`src/rtl/pee_pkg.sv`:
```
// Shared types, constants and helpers for the postfix expression evaluator.
// No dependencies; every other file in rtl/ refers to this package by scoped names.
package pee_pkg;

  localparam int STACK_DEPTH = 32;
  localparam int DATA_W      = 32;
  localparam int CNT_W       = $clog2(STACK_DEPTH + 1);
  localparam int IDX_W       = $clog2(STACK_DEPTH);

  localparam logic [7:0] CH_ZERO  = 8'h30;
  localparam logic [7:0] CH_NINE  = 8'h39;
  localparam logic [7:0] CH_PLUS  = 8'h2B;
  localparam logic [7:0] CH_MINUS = 8'h2D;
  localparam logic [7:0] CH_STAR  = 8'h2A;
  localparam logic [7:0] CH_SLASH = 8'h2F;

  typedef enum logic [2:0] {
    CC_OTHER,
    CC_DIGIT,
    CC_ADD,
    CC_SUB,
    CC_MUL,
    CC_DIV
  } char_cls_t;

  typedef enum logic [1:0] {
    PS_DIGIT,
    PS_ALU,
    PS_DIV
  } push_sel_t;

  typedef enum logic [2:0] {
    ST_IDLE,
    ST_DISPATCH,
    ST_POP_X,
    ST_EXEC,
    ST_DIV,
    ST_FINISH,
    ST_EMIT
  } state_t;

  // Commands from the controller to the datapath.
  typedef struct packed {
    logic      load;
    logic      push;
    push_sel_t sel;
    logic      pop;
    logic      lat_y;
    logic      div_start;
    logic      set_err;
    logic      clear;
    logic      out_load;
  } dp_cmd_t;

  // Status from the datapath back to the controller.
  typedef struct packed {
    char_cls_t cls;
    logic      last;
    logic      err;
    logic      y_zero;
    logic      div_done;
    logic      out_free;
  } dp_stat_t;

  function automatic char_cls_t classify(input logic [7:0] c);
    char_cls_t r;
    priority if (c >= CH_ZERO && c <= CH_NINE) r = CC_DIGIT;
    else if (c == CH_PLUS)  r = CC_ADD;
    else if (c == CH_MINUS) r = CC_SUB;
    else if (c == CH_STAR)  r = CC_MUL;
    else if (c == CH_SLASH) r = CC_DIV;
    else                    r = CC_OTHER;
    return r;
  endfunction

endpackage

```
`src/rtl/pee_if.sv`:
```
// Valid/ready channel interfaces for the character input and the result output.
// Depends on pee_pkg for the data width.
interface pee_in_if;
  logic       valid;
  logic       ready;
  logic [7:0] ch;
  logic       last;

  modport source (output valid, output ch, output last, input ready);
  modport sink   (input valid, input ch, input last, output ready);
endinterface

interface pee_out_if;
  logic                              valid;
  logic                              ready;
  logic signed [pee_pkg::DATA_W-1:0] value;
  logic                              status;

  modport source (output valid, output value, output status, input ready);
  modport sink   (input valid, input value, input status, output ready);
endinterface

```
`src/rtl/pee_div.sv`:
```
// Iterative signed divider, one quotient bit per cycle, truncating toward zero.
// Depends on pee_pkg for the data width.
module pee_div (
  input  logic                      clk,
  input  logic                      rst_n,
  input  logic                      start,
  input  logic [pee_pkg::DATA_W-1:0] dividend,
  input  logic [pee_pkg::DATA_W-1:0] divisor,
  output logic                      done,
  output logic [pee_pkg::DATA_W-1:0] quotient
);

  localparam int STEP_W = $clog2(pee_pkg::DATA_W);

  logic [pee_pkg::DATA_W-1:0] rem_r, rem_nxt;
  logic [pee_pkg::DATA_W-1:0] quo_r, quo_nxt;
  logic [pee_pkg::DATA_W-1:0] dvs_r;
  logic                       neg_r;
  logic [STEP_W-1:0]          cnt_r;
  logic                       busy_r;
  logic                       done_r;
  logic [pee_pkg::DATA_W:0]   rem_sh;
  logic [pee_pkg::DATA_W:0]   trial;

  // Shift in the next dividend bit and try to subtract the divisor.
  always_comb begin
    rem_sh = {rem_r, quo_r[pee_pkg::DATA_W-1]};
    trial  = rem_sh - {1'b0, dvs_r};
    if (!trial[pee_pkg::DATA_W]) begin
      rem_nxt = trial[pee_pkg::DATA_W-1:0];
      quo_nxt = {quo_r[pee_pkg::DATA_W-2:0], 1'b1};
    end else begin
      rem_nxt = rem_sh[pee_pkg::DATA_W-1:0];
      quo_nxt = {quo_r[pee_pkg::DATA_W-2:0], 1'b0};
    end
  end

  always_ff @(posedge clk) begin
    if (!rst_n) begin
      busy_r <= 1'b0;
      done_r <= 1'b0;
      cnt_r  <= '0;
    end else begin
      done_r <= 1'b0;
      if (start) begin
        busy_r <= 1'b1;
        cnt_r  <= '0;
      end else if (busy_r) begin
        cnt_r <= cnt_r + 1'b1;
        if (cnt_r == STEP_W'(pee_pkg::DATA_W - 1)) begin
          busy_r <= 1'b0;
          done_r <= 1'b1;
        end
      end
    end
  end

  always_ff @(posedge clk) begin
    if (start) begin
      rem_r <= '0;
      quo_r <= dividend[pee_pkg::DATA_W-1] ? (~dividend + 1'b1) : dividend;
      dvs_r <= divisor[pee_pkg::DATA_W-1] ? (~divisor + 1'b1) : divisor;
      neg_r <= dividend[pee_pkg::DATA_W-1] ^ divisor[pee_pkg::DATA_W-1];
    end else if (busy_r) begin
      rem_r <= rem_nxt;
      quo_r <= quo_nxt;
    end
  end

  assign done     = done_r;
  assign quotient = neg_r ? (~quo_r + 1'b1) : quo_r;

endmodule

```
`src/rtl/pee_dp.sv`:
```
// Datapath: operand stack memory, ALU, divider, error flag and result register.
// Depends on pee_pkg and pee_div.
module pee_dp (
  input  logic                             clk,
  input  logic                             rst_n,
  input  pee_pkg::dp_cmd_t                 cmd,
  output pee_pkg::dp_stat_t                stat,
  input  logic [7:0]                       in_ch,
  input  logic                             in_last,
  output logic                             out_valid,
  input  logic                             out_ready,
  output logic signed [pee_pkg::DATA_W-1:0] out_value,
  output logic                             out_status
);

  logic [pee_pkg::DATA_W-1:0] mem [pee_pkg::STACK_DEPTH];

  logic [7:0]                 ch_r;
  logic                       last_r;
  logic [pee_pkg::CNT_W-1:0]  cnt_r;
  logic                       err_r;
  logic [pee_pkg::DATA_W-1:0] rdata_r;
  logic                       pop_hit_r;
  logic [pee_pkg::DATA_W-1:0] y_r;
  logic                       out_valid_r;
  logic [pee_pkg::DATA_W-1:0] out_value_r;
  logic                       out_status_r;

  pee_pkg::char_cls_t         cls;
  logic [pee_pkg::DATA_W-1:0] pop_val;
  logic [pee_pkg::DATA_W-1:0] alu_val;
  logic [pee_pkg::DATA_W-1:0] push_val;
  logic [pee_pkg::DATA_W-1:0] quotient;
  logic [7:0]                 digit;
  logic                       div_done;
  logic                       full;
  logic                       empty;
  logic [pee_pkg::CNT_W-1:0]  cnt_dec;

  assign cls     = pee_pkg::classify(ch_r);
  assign digit   = ch_r - pee_pkg::CH_ZERO;
  assign pop_val = pop_hit_r ? rdata_r : '0;
  assign full    = (cnt_r == pee_pkg::CNT_W'(pee_pkg::STACK_DEPTH));
  assign empty   = (cnt_r == '0);
  assign cnt_dec = cnt_r - 1'b1;

  // The first operand comes straight from the second pop's read data.
  always_comb begin
    unique case (cls)
      pee_pkg::CC_ADD: alu_val = pop_val + y_r;
      pee_pkg::CC_SUB: alu_val = pop_val - y_r;
      pee_pkg::CC_MUL: alu_val = pop_val * y_r;
      default:         alu_val = '0;
    endcase
  end

  always_comb begin
    unique case (cmd.sel)
      pee_pkg::PS_DIGIT: push_val = pee_pkg::DATA_W'(digit);
      pee_pkg::PS_ALU:   push_val = alu_val;
      pee_pkg::PS_DIV:   push_val = quotient;
      default:           push_val = '0;
    endcase
  end

  pee_div u_div (
    .clk      (clk),
    .rst_n    (rst_n),
    .start    (cmd.div_start),
    .dividend (pop_val),
    .divisor  (y_r),
    .done     (div_done),
    .quotient (quotient)
  );

  // Stack memory: one write or one registered read per cycle.
  always_ff @(posedge clk) begin
    if (cmd.push && !full) begin
      mem[cnt_r[pee_pkg::IDX_W-1:0]] <= push_val;
    end
    if (cmd.pop) begin
      rdata_r <= mem[cnt_dec[pee_pkg::IDX_W-1:0]];
    end
  end

  always_ff @(posedge clk) begin
    if (!rst_n) begin
      cnt_r       <= '0;
      err_r       <= 1'b0;
      pop_hit_r   <= 1'b0;
      out_valid_r <= 1'b0;
    end else begin
      if (cmd.clear) begin
        cnt_r <= '0;
      end else if (cmd.push && !full) begin
        cnt_r <= cnt_r + 1'b1;
      end else if (cmd.pop && !empty) begin
        cnt_r <= cnt_dec;
      end
      if (cmd.pop) begin
        pop_hit_r <= !empty;
      end
      if (cmd.clear) begin
        err_r <= 1'b0;
      end else if (cmd.set_err) begin
        err_r <= 1'b1;
      end
      if (cmd.out_load) begin
        out_valid_r <= 1'b1;
      end else if (out_ready) begin
        out_valid_r <= 1'b0;
      end
    end
  end

  always_ff @(posedge clk) begin
    if (cmd.load) begin
      ch_r   <= in_ch;
      last_r <= in_last;
    end
    if (cmd.lat_y) begin
      y_r <= pop_val;
    end
    if (cmd.out_load) begin
      out_value_r  <= err_r ? '0 : pop_val;
      out_status_r <= err_r;
    end
  end

  assign stat.cls      = cls;
  assign stat.last     = last_r;
  assign stat.err      = err_r;
  assign stat.y_zero   = (y_r == '0);
  assign stat.div_done = div_done;
  assign stat.out_free = !out_valid_r || out_ready;

  assign out_valid  = out_valid_r;
  assign out_value  = out_value_r;
  assign out_status = out_status_r;

endmodule

```
`src/rtl/pee_ctrl.sv`:
```
// Controller state machine that sequences each character through the datapath.
// Depends on pee_pkg.
module pee_ctrl (
  input  logic              clk,
  input  logic              rst_n,
  input  logic              in_valid,
  output logic              in_ready,
  output pee_pkg::dp_cmd_t  cmd,
  input  pee_pkg::dp_stat_t stat
);

  pee_pkg::state_t state_r, state_nxt;

  always_ff @(posedge clk) begin
    if (!rst_n) begin
      state_r <= pee_pkg::ST_IDLE;
    end else begin
      state_r <= state_nxt;
    end
  end

  always_comb begin
    state_nxt = state_r;
    cmd       = '0;
    cmd.sel   = pee_pkg::PS_DIGIT;
    in_ready  = 1'b0;
    unique case (state_r)
      pee_pkg::ST_IDLE: begin
        in_ready = 1'b1;
        if (in_valid) begin
          cmd.load  = 1'b1;
          state_nxt = pee_pkg::ST_DISPATCH;
        end
      end
      pee_pkg::ST_DISPATCH: begin
        if (stat.err || stat.cls == pee_pkg::CC_OTHER) begin
          state_nxt = pee_pkg::ST_FINISH;
        end else if (stat.cls == pee_pkg::CC_DIGIT) begin
          cmd.push  = 1'b1;
          cmd.sel   = pee_pkg::PS_DIGIT;
          state_nxt = pee_pkg::ST_FINISH;
        end else begin
          cmd.pop   = 1'b1;
          state_nxt = pee_pkg::ST_POP_X;
        end
      end
      pee_pkg::ST_POP_X: begin
        cmd.lat_y = 1'b1;
        cmd.pop   = 1'b1;
        state_nxt = pee_pkg::ST_EXEC;
      end
      pee_pkg::ST_EXEC: begin
        if (stat.cls == pee_pkg::CC_DIV) begin
          if (stat.y_zero) begin
            cmd.set_err = 1'b1;
            state_nxt   = pee_pkg::ST_FINISH;
          end else begin
            cmd.div_start = 1'b1;
            state_nxt     = pee_pkg::ST_DIV;
          end
        end else begin
          cmd.push  = 1'b1;
          cmd.sel   = pee_pkg::PS_ALU;
          state_nxt = pee_pkg::ST_FINISH;
        end
      end
      pee_pkg::ST_DIV: begin
        if (stat.div_done) begin
          cmd.push  = 1'b1;
          cmd.sel   = pee_pkg::PS_DIV;
          state_nxt = pee_pkg::ST_FINISH;
        end
      end
      pee_pkg::ST_FINISH: begin
        if (stat.last) begin
          cmd.pop   = 1'b1;
          state_nxt = pee_pkg::ST_EMIT;
        end else begin
          state_nxt = pee_pkg::ST_IDLE;
        end
      end
      pee_pkg::ST_EMIT: begin
        if (stat.out_free) begin
          cmd.out_load = 1'b1;
          cmd.clear    = 1'b1;
          state_nxt    = pee_pkg::ST_IDLE;
        end
      end
      default: begin
        state_nxt = pee_pkg::ST_IDLE;
      end
    endcase
  end

endmodule

```
`src/rtl/postfix_expression_evaluator_core.sv`:
```
// Top level of the postfix expression evaluator: controller plus datapath.
// Depends on pee_pkg, pee_if, pee_ctrl, pee_dp and pee_div.
//
// Usage: characters of a postfix expression arrive on in_bus, one beat per
// character, with last set on the final character. Digits push 0..9 onto a
// 32-entry operand stack; + - * / pop two operands and push the result with
// 32-bit wrapping arithmetic, division truncating toward zero. Other
// characters are ignored. A pop from an empty stack gives 0 and a push onto
// a full stack is dropped. Division by zero sets an error and the rest of
// the expression is skipped.
// On the last character one beat leaves on out_bus: the popped top of stack
// with status 0, or value 0 with status 1 after a division by zero. The stack
// and the error are then cleared for the next expression.
// Sequencing: one character is in work at a time. Division runs in the
// shift-subtract divider, which produces one quotient bit per cycle. For
// the last character the FINISH state pops the top of stack, and the EMIT
// state loads that pop into the result register once the register is free.
// The result register holds its beat while out_bus.ready is low; new input
// is still accepted, and only the next result waits for the register to free.
// Reset is synchronous and active low; it empties the stack and clears the
// error and the result valid. No clearing pass is needed.
module postfix_expression_evaluator_core (
  input  logic      clk,
  input  logic      rst_n,
  pee_in_if.sink    in_bus,
  pee_out_if.source out_bus
);

  pee_pkg::dp_cmd_t  cmd;
  pee_pkg::dp_stat_t stat;

  // The sequencer drives the datapath commands from its current state.
  pee_ctrl u_ctrl (
    .clk      (clk),
    .rst_n    (rst_n),
    .in_valid (in_bus.valid),
    .in_ready (in_bus.ready),
    .cmd      (cmd),
    .stat     (stat)
  );

  // The datapath owns the stack, the arithmetic and the result register.
  pee_dp u_dp (
    .clk        (clk),
    .rst_n      (rst_n),
    .cmd        (cmd),
    .stat       (stat),
    .in_ch      (in_bus.ch),
    .in_last    (in_bus.last),
    .out_valid  (out_bus.valid),
    .out_ready  (out_bus.ready),
    .out_value  (out_bus.value),
    .out_status (out_bus.status)
  );

endmodule

```
`src/flat_wrapper.sv`:
```
// flat-port wrapper written by rule: the top's interface ports become plain ports
module postfix_expression_evaluator_core_flat 
  (clk, rst_n, in_bus_valid, in_bus_ch, in_bus_last, in_bus_ready, out_bus_valid, out_bus_value, out_bus_status, out_bus_ready);
  pee_in_if in_bus_i ();
  pee_out_if out_bus_i ();
  input  logic clk;
  input  logic rst_n;
  input wire logic [$bits(in_bus_i.valid)-1:0] in_bus_valid;
  input wire logic [$bits(in_bus_i.ch)-1:0] in_bus_ch;
  input wire logic [$bits(in_bus_i.last)-1:0] in_bus_last;
  output wire logic [$bits(in_bus_i.ready)-1:0] in_bus_ready;
  output wire logic [$bits(out_bus_i.valid)-1:0] out_bus_valid;
  output wire logic [$bits(out_bus_i.value)-1:0] out_bus_value;
  output wire logic [$bits(out_bus_i.status)-1:0] out_bus_status;
  input wire logic [$bits(out_bus_i.ready)-1:0] out_bus_ready;
  assign in_bus_i.valid = in_bus_valid;
  assign in_bus_i.ch = in_bus_ch;
  assign in_bus_i.last = in_bus_last;
  assign in_bus_ready = in_bus_i.ready;
  assign out_bus_valid = out_bus_i.valid;
  assign out_bus_value = out_bus_i.value;
  assign out_bus_status = out_bus_i.status;
  assign out_bus_i.ready = out_bus_ready;
  postfix_expression_evaluator_core u_core (.clk(clk), .rst_n(rst_n), .in_bus(in_bus_i), .out_bus(out_bus_i));
endmodule
```
`config.mk`:
```
export PLATFORM = sky130hd
export DESIGN_NAME = postfix_expression_evaluator_core_flat
export DESIGN_NICKNAME = d
export VERILOG_FILES = /design/src/rtl/pee_pkg.sv /design/src/rtl/pee_if.sv /design/src/rtl/pee_div.sv /design/src/rtl/pee_dp.sv /design/src/rtl/pee_ctrl.sv /design/src/rtl/postfix_expression_evaluator_core.sv /design/src/flat_wrapper.sv
export SDC_FILE = /design/constraint.sdc
export NUM_CORES = 2
export LEC_CHECK = 0
export ABC_AREA = 0
export BUFFER_PORTS_ARGS = -buffer_cell sky130_fd_sc_hd__buf_2
export CORE_UTILIZATION = 28
export CTS_CLUSTER_DIAMETER = 30
export DETAILED_ROUTE_END_ITERATION = 16
export GPL_TIMING_DRIVEN = 0
export PLACE_DENSITY = 0.46
export SKIP_CTS_REPAIR_TIMING = 1
export SLEW_MARGIN = 20
export SYNTH_ARGS = -nofsm -noshare
export SYNTH_HDL_FRONTEND = slang
export SYNTH_SLANG_ARGS = --single-unit
```
`constraint.sdc`:
```
create_clock -name clk -period 21 [get_ports clk]
set_input_delay 4.2 -clock clk [delete_from_list [all_inputs] [get_ports clk]]
set_output_delay 4.2 -clock clk [all_outputs]
set_load 0.03 [all_outputs]
```
==> flow_summary.yaml <==
synthesis:
  yosysWarnings: 0
  yosys.area.top_type_share_pct: 51.33
  synthDistinctLibCells: 83
  netlist_instances: 4915
  synthMuxAreaShare_pct: 11.36
  yosys_register_bits: 1246
  post-synth-top-area-cell: "edfxtp_1"
  synthesis.area_um2: 69910
  synthAdderAreaFrac_pct: 15.30
  yosys.area_share.simple_pct: 8.409
  yosys.area_share.xor_xnor_pct: 3.082
  synth-compound-area-share_pct: 4.951
  synthTopCellsByArea: "edfxtp_1 51%, fa_1 12%, mux4_2 10%, ha_1 3.6%, and3_1 2.9%"
  ys.flop_type: "edfxtp_1"
  synth_area_per_cell_um2: 14.22
  synth_edf_count: 1195
  yosysSeqAreaShare_pct: 52.79
  synth_nets: 5537
  synth_top_family_by_area: "adder cells"
  async_flop_share_pct: 0
routing:
  wirelength_um: 243700
  drc: 0
  wire_per_inst_um: 27.26
  antenna_left: 0
  vias: 45000
  dr.pass1.iters: 8
  drtIter0Drc: 4300
  post_drt_via_cell_ratio: 5.033
placed_design:
  portBuffers: 47
  gp_congestion: 0.9497
  dp_hpwl_um: 181400
worst_setup_path:
  crit_path_start_kind: "flip-flop"
  cp_common_cell: "fa_1"
  end_kind: "flip-flop"
  timing.rr.start: "u_core.u_dp.pop_hit_r$_SDFFE_PN0P_"
  critical_path.top_delay_family: "buffers and inverters"
  path_class: "flip-flop to flip-flop"
  startpoint: "u_core.u_dp.pop_hit_r$_SDFFE_PN0P_"
  crit_required_ns: 21.50
  slowest_delay_ns: 0.90
  crit_fanout: 32
  slowest_stage: "clkbuf_1"
  arrival_ns: 13.30
  path_buf_inv: 10
sta:
  finalSetupViolations: 0
  drv_slew: 0
  holdWs_ns: 0.4986
  fin_tns_setup_ns: 0
  tightest_slew_ns: 1.318
  finalHoldViolations: 0
  fmax_mhz: 78.17
  fin_crit_ns: 12.79
  grt_setup_unrepaired: "no"
  finalCritPeriodShare_pct: 60.92
  fin_skew_ns: 0.09471
  relSlewSlack_pct: 12.16
min_path:
  min_path_type: "flip-flop to flip-flop"
  holdCritStartpoint: "u_core.u_dp.u_div.rem_r[27]$_SDFFE_PP0P_"
cts:
  clk_path_buf_depth: 4
  cts_htree_levels: 5
  worstSkewPairLatency_ns: 0.94
  tritoncts: "yes"
  cts_sinks: 1246
  clockRootBuffer: "clkbuf_16"
  cts_inserted_buffers: 298
  path_clk_slew_ns: 0.04
pwr:
  ir_worst_vdd_uv: 71.48
  powerDensity_nw_per_um2: 91.19
  finalPower_w: 0.007919
  p_leak_nw: 30.09
global_route:
  antenna_found_initial: 20
  grt_overflow_total: 0
  grt_util_all_layers_pct: 19.34
  first_global_vias: 46790
  grt_pass1_wl_um: 346600
  grt_max_degree: 40
die:
  coreArea_um2: 248400
  num_rows: 183
  die_width_um: 501.7
  die_h_um: 501.7
  pin_count: 48
  die-area_um2: 251700
  start_util_pct: 28.14
outcome:
  status: "finished, final reports clean"
final_layout:
  layout-drive-gt1-share_pct: 20.10
  ff_latch_area_um2: 36910
  nets: 6022
  final_util_pct: 34.96
  layout_commonest_cell: "edfxtp_1"
  multi_input_area_um2: 30790
  n_fill_cell: 23970
  layout_common_cells: "1195 x edfxtp_1, 454 x inv_1, 410 x fa_1"
  syn2layout_area_growth_pct: 24.22
job:
  drv_cap: 0
==> power by group <==
group | total, W | internal (W) | switching, W
logic | 0.000596 | 0.000202 | 0.000394
clock network | 0.00451 | 0.00312 | 0.00139
registers | 0.00281 | 0.00277 | 0.0000386
total | 0.00792 | 0.00610 | 0.00182
==> area by class of cell <==
class / count / share of cell area (%)
antenna: 4 / 0.01153
buffer: 300 / 1.377
clock buffer: 347 / 8.992
clock inverter: 160 / 2.196
inverter: 459 / 1.984
multi-input combinational: 2910 / 35.45
sequential: 1246 / 42.50
tap: 3330 / 4.798
timing repair buffer: 185 / 2.690
==> logic make-up after synthesis <==
family / after synthesis
mux: 389
flops: 1246
buf+inv: 759
fa+ha+maj: 609
simple gates: 1145
compound gates: 521
xor+xnor: 246
==> through the flow <==
| step | worst slack [ns] | cells | area, um2 |
|---|---|---|---|
| 4_1_cts | 8.475 | 8937 | 86820 |
| 2_1_floorplan | 11.77 | 4915 | 69910 |
| 6_report | 8.207 | 8941 | 86840 |
| 3_5_place_dp | 8.502 | 8430 | 77110 |
| 5_1_grt | 8.011 | 8937 | 86830 |
| 3_3_place_gp | 6.888 | 8292 | 74310 |
==> path summary, 6_finish.rpt <==
check                                              to  slack (ns)  cells past startpoint
min          u_core.u_dp.u_div.rem_r[28]$_SDFFE_PP0P_        0.50                      2
min reg2reg  u_core.u_dp.u_div.rem_r[28]$_SDFFE_PP0P_        0.50                      2
max                 u_core.u_dp.mem[25][28]$_DFFE_PP_        8.21                     30
max reg2reg         u_core.u_dp.mem[25][28]$_DFFE_PP_        8.21                     30
==> routing by layer <==
layer	GRT usage, %	share of wire [%]	vias to the layer above
met5	0	0.028	-
met4	8.885	4.9	6
met3	3.748	6.7	580
met2	31.21	47	1817
met1	25.01	41	23450
li1	-	-	19150
==> worst register-to-register path, delay by kind of cell, from the launching register on <==
kind,cells,cell delay [ns]
AO/OA/AOI/OAI,6,2.56
AND/OR/NAND/NOR,4,0.70
adder cells (fa/ha/maj),9,3.96
multiplexers,1,0.63
buffers and inverters,10,4.00
flip-flops,1,0.57
==> synthesized netlist by cell type, drive strengths merged, types with 106 or more instances <==
| master | instances |
|---|---|
| edfxtp | 1195 |
| inv | 457 |
| fa | 410 |
| nand2 | 373 |
| mux4 | 320 |
| and3 | 319 |
| clkbuf | 277 |
| ha | 199 |
| xnor2 | 152 |
| o21ai | 143 |
| nor2 | 134 |
| a21oi | 106 |
==> state kept, by name (all words and copies together) (netlist names), 3 cells and up <==
| name | count |
|---|---|
| u_core.u_dp.u_div.cnt_r | 5 |
| u_core.u_dp.u_div.dvs_r | 32 |
| u_core.u_dp.u_div.quo_r | 32 |
| u_core.u_dp.out_value | 32 |
| u_core.u_dp.cnt_r | 6 |
| u_core.u_dp.y_r | 32 |
| u_core.u_dp.rdata_r | 32 |
| u_core.u_dp.mem | 1024 |
| u_core.u_dp.ch_r | 8 |
| u_core.u_dp.u_div.rem_r | 32 |
| u_core.u_ctrl.state_r | 3 |
Note: power is estimated with default switching activity, not from simulation.
